File: src/design/a2ab_pkg.sv
// ----------------------------------------------------------------------------
// a2ab_pkg
// Shared types and constants for the address block generator.
// ----------------------------------------------------------------------------
package a2ab_pkg;

    localparam int BLOCK_WORDS = 128;
    localparam int COLS = BLOCK_WORDS / 4;
    localparam int COL_W = $clog2(COLS);
    localparam int INPUT_WORDS = 7;
    localparam int QUEUE_DEPTH_DEFAULT = 2;
    localparam int MIX_STAGES = 4;

    typedef struct packed {
        logic [31:0] pass_index;
        logic [31:0] lane_index;
        logic [31:0] slice_index;
        logic [31:0] total_blocks;
        logic [31:0] total_passes;
        logic [31:0] variant_type;
        logic [31:0] block_counter;
    } item_t;

    typedef struct packed {
        logic [4:0]  result_index;
        logic [63:0] word_row0;
        logic [63:0] word_row1;
        logic [63:0] word_row2;
        logic [63:0] word_row3;
        logic        last_result;
    } result_t;

    // One column: row r holds block word r*COLS + t.
    typedef logic [3:0][63:0] col_t;
    typedef col_t [COLS-1:0] block_t;

    typedef struct packed {
        logic             valid;
        logic [COL_W-1:0] index;
        col_t             column;
    } mix_beat_t;

    typedef enum logic [2:0] {
        OP_SWAP,
        OP_MIX,
        OP_NEAR13,
        OP_NEAR31,
        OP_FAR13,
        OP_FAR31
    } op_t;

endpackage

File: src/design/a2ab_queue.sv
// ----------------------------------------------------------------------------
// a2ab_queue
// Front part: takes input transfers and holds them until the back is free.
// ----------------------------------------------------------------------------
module a2ab_queue #(
    parameter int DEPTH = a2ab_pkg::QUEUE_DEPTH_DEFAULT
) (
    input  logic            clk,
    input  logic            rst_n,
    input  logic            push,
    input  a2ab_pkg::item_t push_item,
    output logic            full,
    input  logic            pop,
    output logic            not_empty,
    output a2ab_pkg::item_t head_item
);

    localparam int PTR_W = (DEPTH > 1) ? $clog2(DEPTH) : 1;
    localparam int CNT_W = $clog2(DEPTH + 1);

    a2ab_pkg::item_t store_reg [DEPTH];
    logic [PTR_W-1:0] wr_ptr_reg;
    logic [PTR_W-1:0] rd_ptr_reg;
    logic [CNT_W-1:0] count_reg;

    assign full      = (count_reg == CNT_W'(DEPTH));
    assign not_empty = (count_reg != '0);
    assign head_item = store_reg[rd_ptr_reg];

    always_ff @(posedge clk)
    begin
        if (push)
        begin
            store_reg[wr_ptr_reg] <= push_item;
        end
    end

    always_ff @(posedge clk or negedge rst_n)
    begin
        if (!rst_n)
        begin
            wr_ptr_reg <= '0;
            rd_ptr_reg <= '0;
            count_reg  <= '0;
        end
        else
        begin
            if (push)
            begin
                wr_ptr_reg <= (wr_ptr_reg == PTR_W'(DEPTH - 1)) ? '0 : wr_ptr_reg + 1'b1;
            end
            if (pop)
            begin
                rd_ptr_reg <= (rd_ptr_reg == PTR_W'(DEPTH - 1)) ? '0 : rd_ptr_reg + 1'b1;
            end
            if (push && !pop)
            begin
                count_reg <= count_reg + 1'b1;
            end
            else if (pop && !push)
            begin
                count_reg <= count_reg - 1'b1;
            end
        end
    end

    a_no_overflow: assert property (@(posedge clk) disable iff (!rst_n)
        full |-> !push) else $error("queue written while full");
    a_no_underflow: assert property (@(posedge clk) disable iff (!rst_n)
        pop |-> not_empty) else $error("queue read while empty");
    a_count_range: assert property (@(posedge clk) disable iff (!rst_n)
        count_reg <= CNT_W'(DEPTH)) else $error("queue count out of range");

endmodule

File: config.mk
export PLATFORM = sky130hd
export DESIGN_NAME = a2ab_queue
export DESIGN_NICKNAME = d
export VERILOG_FILES = /design/src/design/a2ab_pkg.sv /design/src/design/a2ab_queue.sv
export SDC_FILE = /design/constraint.sdc
export NUM_CORES = 1
export LEC_CHECK = 0
export BUFFER_PORTS_ARGS = -buffer_cell sky130_fd_sc_hd__clkbuf_2
export CORE_UTILIZATION = 47
export DETAILED_ROUTE_END_ITERATION = 10
export GPL_TIMING_DRIVEN = 0
export PLACE_DENSITY_LB_ADDON = 0.3
export SLEW_MARGIN = 25
export SYNTH_ARGS = -nofsm -noshare
export SYNTH_HDL_FRONTEND = slang
export SYNTH_SLANG_ARGS = --single-unit
File: constraint.sdc
create_clock -name clk -period 11.6 [get_ports clk]
set_clock_uncertainty 0.2 [all_clocks]
set_input_delay 1.74 -clock clk [delete_from_list [all_inputs] [get_ports clk]]
set_output_delay 1.74 -clock clk [all_outputs]
set_load 0.01 [all_outputs]
**Word-level counts from Yosys, hierarchy flattened**

Memory sizes are Yosys's and may differ from the RTL's.
Index checks and enable logic that the tools add are counted.

- Memory bits (writable): 448
- Memories kept: 1
- Input bits: 228
- Logic and storage cells: 21
- Bits in registers: 4

Memories:

| memory | words | bits a word | read ports | clocked after Yosys merged registers in | wr ports | RTL line | source |
|---|---|---|---|---|---|---|---|
| store_reg | 2 | 224 | 1 | 0 | 1 | a2ab_queue.sv:21 | `a2ab_pkg::item_t store_reg [DEPTH];` |

- Reduce and logical (&&, ||, !) cells: 6
- Eq/ne operators: 1
- Muxes and demuxes: 6
- Add/sub/neg operators: 4

Operators with widths:

| cell | number |
|---|---|
| 2-to-1 mux 1 bit | 4 |
| 2-to-1 mux 2 bit | 2 |
| nonzero test 2 bit | 2 |
| adder 1 bit, second input constant | 2 |
| adder 2 x 1 -> 2 bit, second input constant | 1 |
| == test 2 bit, second input constant | 1 |
| logical AND 1 bit | 2 |
| logical NOT 1 bit | 2 |
| subtractor 2 x 1 -> 2 bit, second input constant | 1 |

**Logic depth before layout (Yosys ltp)**

- Word-level depth: 4
- Mapped depth: 5
- Mapped depth without buffers: 5

**Worst setup path before layout**

OpenSTA, ideal clock, no wires.

- Path type: input port to flip-flop
- Start point: in push
- End point: mem store_reg[0][0] in the netlist's numbering (enable)
- Path buffers: 0
- Path slack: -0.828 ns
- Arrival: 11.389 ns
- Setup time: 0.839 ns
- Stages on the path: 1
- Data required time: 10.561 ns
- Cells stage by stage: nor2b_1

- Cells in the longest elaborated chain, start to end: 2

Ends and longest elaborated chain:

| item | RTL line | source |
|---|---|---|
| start: declaration | a2ab_queue.sv:10 | `input logic push,` |
| 2-to-1 mux 1 bit | a2ab_queue.sv:32 | `if (push)` |
| 2-to-1 mux 1 bit (not written as such) | a2ab_queue.sv:34 | `store_reg[wr_ptr_reg] <= push_item;` |
| end: declaration | a2ab_queue.sv:21 |  |

No other way between the ends.

==> impl_metrics.tcl <==
set metrics [dict create \
    r2r_slack_ns 9.15 \
    synth_area_leaders "edfxtp_1, mux2_4, mux2_2, buf_6, dfrtp_1" \
    fin_crit_ns 3.90 \
    p_seq_share_pct 41.1 \
    io_pins 454 \
    r2r_start "wr_ptr_reg" \
    start_util_pct 47.7 \
    grt_pass1_vias 8695 \
    final-setup-viol-count 0 \
    critical_path_class "reg2out" \
    wl_per_cell_um 19.8 \
    finalNetCount 1460 \
    rsz0062_at_grt "no" \
    chipHeight_um 192 \
    relSlewSlack_pct 71.7 \
    track_usage_pct 18.1 \
    dp.cells 1644 \
    fin_setup_tns_ns 0 \
    core.rowCount 69 \
    syn_to_final_growth_pct 28.0 \
    total_power_uw 5430 \
    setup_ws_ns 7.70 \
    r2r_end "store_reg[0][173]" \
    fin_area_um2 21700 \
    dpl_cell_area_um2 20200 \
    leakage_uw 0.00875 \
    synth_warnings 0 \
    syn_inst 713 \
    vias 8464 \
    synthesis.area_um2 17000 \
    cts-resized-gates 0 \
    min-delay-start "count_reg[1]" \
    p_switching_uw 1540 \
    cp_data_arrival_time_ns 1.96 \
    syn_nets 942 \
    drv_slew 0 \
    hold_buffers 0 \
    numPortBuffers 453 \
    numCtsBuffers 46 \
    seq_area_frac_synth_pct 79.9 \
    clock-sinks 452 \
    grt_max_degree 50 \
    power_density_nw_per_um2 250 \
    p_comb_share_pct 32.4 \
    end_kind "output pin" \
    drc 0 \
    post-place-ws_ns 7.60 \
    yosys.area.top_type_share_pct 79.3 \
    ys_seq_elements 452 \
    cts_setup_buffers 0 \
    coreArea_um2 35600 \
    clock_latency_ns 0.56 \
    die_x_um 192 \
    first_iter_violations 336 \
    antenna_found_initial 4 \
    cts-root-buf "clkbuf_16" \
    outcome "finished, final reports clean" \
    synth_area_per_cell_um2 23.8 \
    drtAntennaViolNets 0 \
    hpwl_um 24500 \
    maxCapViolations 0 \
    clkPwrFrac_pct 26.5 \
    fin_cells 1732 \
    crit_path_start_kind "flop" \
    min_to "count_reg[1]" \
    final_cell_mix "clkbuf_2, edfxtp_1, mux2_4" \
    dieArea_um2 36900 \
    largest_register_ffs 448 \
    yosysTopAreaCell "edfxtp_1" \
    min_period_over_period_pct 33.6 \
    worstPathMaxFanout 10 \
    path_clk_slew_ns 0.06 \
    hold_depth 1 \
    final_common_cell "clkbuf_2" \
    required_ns 9.66 \
    ys_types 14 \
    vias_per_cell 4.89 \
    h-tree-depth 2 \
    hold_violations 0 \
    tightest_slew_ns 0.424 \
    rr_worst_depth 7 \
    fmax_ghz 0.257 \
    cts_buffer_depth 3 \
    place.gp.congestion 0.764 \
    switching_share_pct 28.4 \
    hp-class "reg2reg" \
    first_pass_iters 5 \
    overflow 0 \
    ir_worst_vdd_uv 161 \
    routed_wl_um 34300 \
    p_int_uw 3890 \
    grt_pass1_wl_um 49300 \
    drive_above_1_share_pct 61.8 \
    cts_tree "yes" \
]
[routing by layer]
metal / vias up / GRT usage (%) / routed length [um] / part of all wire, %
li1: 3910 / - / - / -
met1: 4187 / 20.2 / 12600 / 37
met2: 311 / 31.4 / 17800 / 52
met3: 56 / 5.92 / 2930 / 8.5
met4: 0 / 8.03 / 935 / 2.7
met5: - / 0 / 0 / 0
[critical path, stage by stage (launching register included)]
cell and delay, ns:
dfrtp_1 0.33, buf_6 0.15, buf_6 0.21, buf_6 0.22, mux2_4 0.31, clkbuf_2 0.16
[layout make-up]
| cell class | instances | area (um2) |
|---|---|---|
| multi-input cells | 235 | 3180 |
| inverters | 1 | 3.75 |
| diodes | 3 | 7.51 |
| flip-flops and latches | 452 | 13600 |
| clock inverters | 24 | 220 |
| repair buffers | 470 | 2690 |
| fillers | 2609 | 13800 |
| clock buffers | 61 | 1260 |
| well taps | 461 | 577 |
| plain buffers | 25 | 238 |
[worst max path at each step]
stage                        endpoint  startpoint  slack, ns
finish                  head_item[84]  rd_ptr_reg       7.70
floorplan             store_reg[0][0]        push       3.39
global placement    store_reg[0][127]        push      -0.15
global route            head_item[84]  rd_ptr_reg       7.61
CTS                     head_item[84]  rd_ptr_reg       7.61
detailed placement  store_reg[0][155]        push       7.60
[synthesized netlist by cell type]
master,number
dfrtp_1,4
inv_1,1
nor2b_1,2
xor2_1,4
buf_2,7
xnor2_1,1
buf_6,18
or2_2,1
mux2_2,74
mux2_4,150
edfxtp_1,448
ha_1,1
and2_1,1
nor2_1,1
[cells by family (layout without fill, tap and decap cells)]
logic type	after synthesis	in the layout	synth area share (%)
other	0	3	0
XOR/XNOR	5	5	0.258
multiplexers	224	224	18.2
adder cells (fa/ha/maj)	1	1	0.0737
AND/OR/NAND/NOR	5	5	0.170
buffers and inverters	26	581	1.42
flip-flops	452	452	79.9
[per-stage QoR]
| step | utilization, % | hold WS, ns |
|---|---|---|
| finish | 61.1 | 0.286 |
| global route | 61.1 | 0.323 |
| CTS | 61.1 | 0.285 |
| detailed placement | 56.9 | 0.272 |
| global placement | 55.7 | 0.266 |
| floorplan | - | 0.247 |
[power by group through the flow]
stage | Combinational (uW) | Sequential [uW] | Clock [uW]
6_report | 1760 | 2230 | 1440
5_1_grt | 1880 | 2260 | 1530
4_1_cts | 1800 | 2240 | 1480
3_5_place_dp | 1790 | 2270 | 0
3_3_place_gp | 1690 | 2380 | 0
2_1_floorplan | 1100 | 2320 | 0
Power figures use the tool's default switching activity.
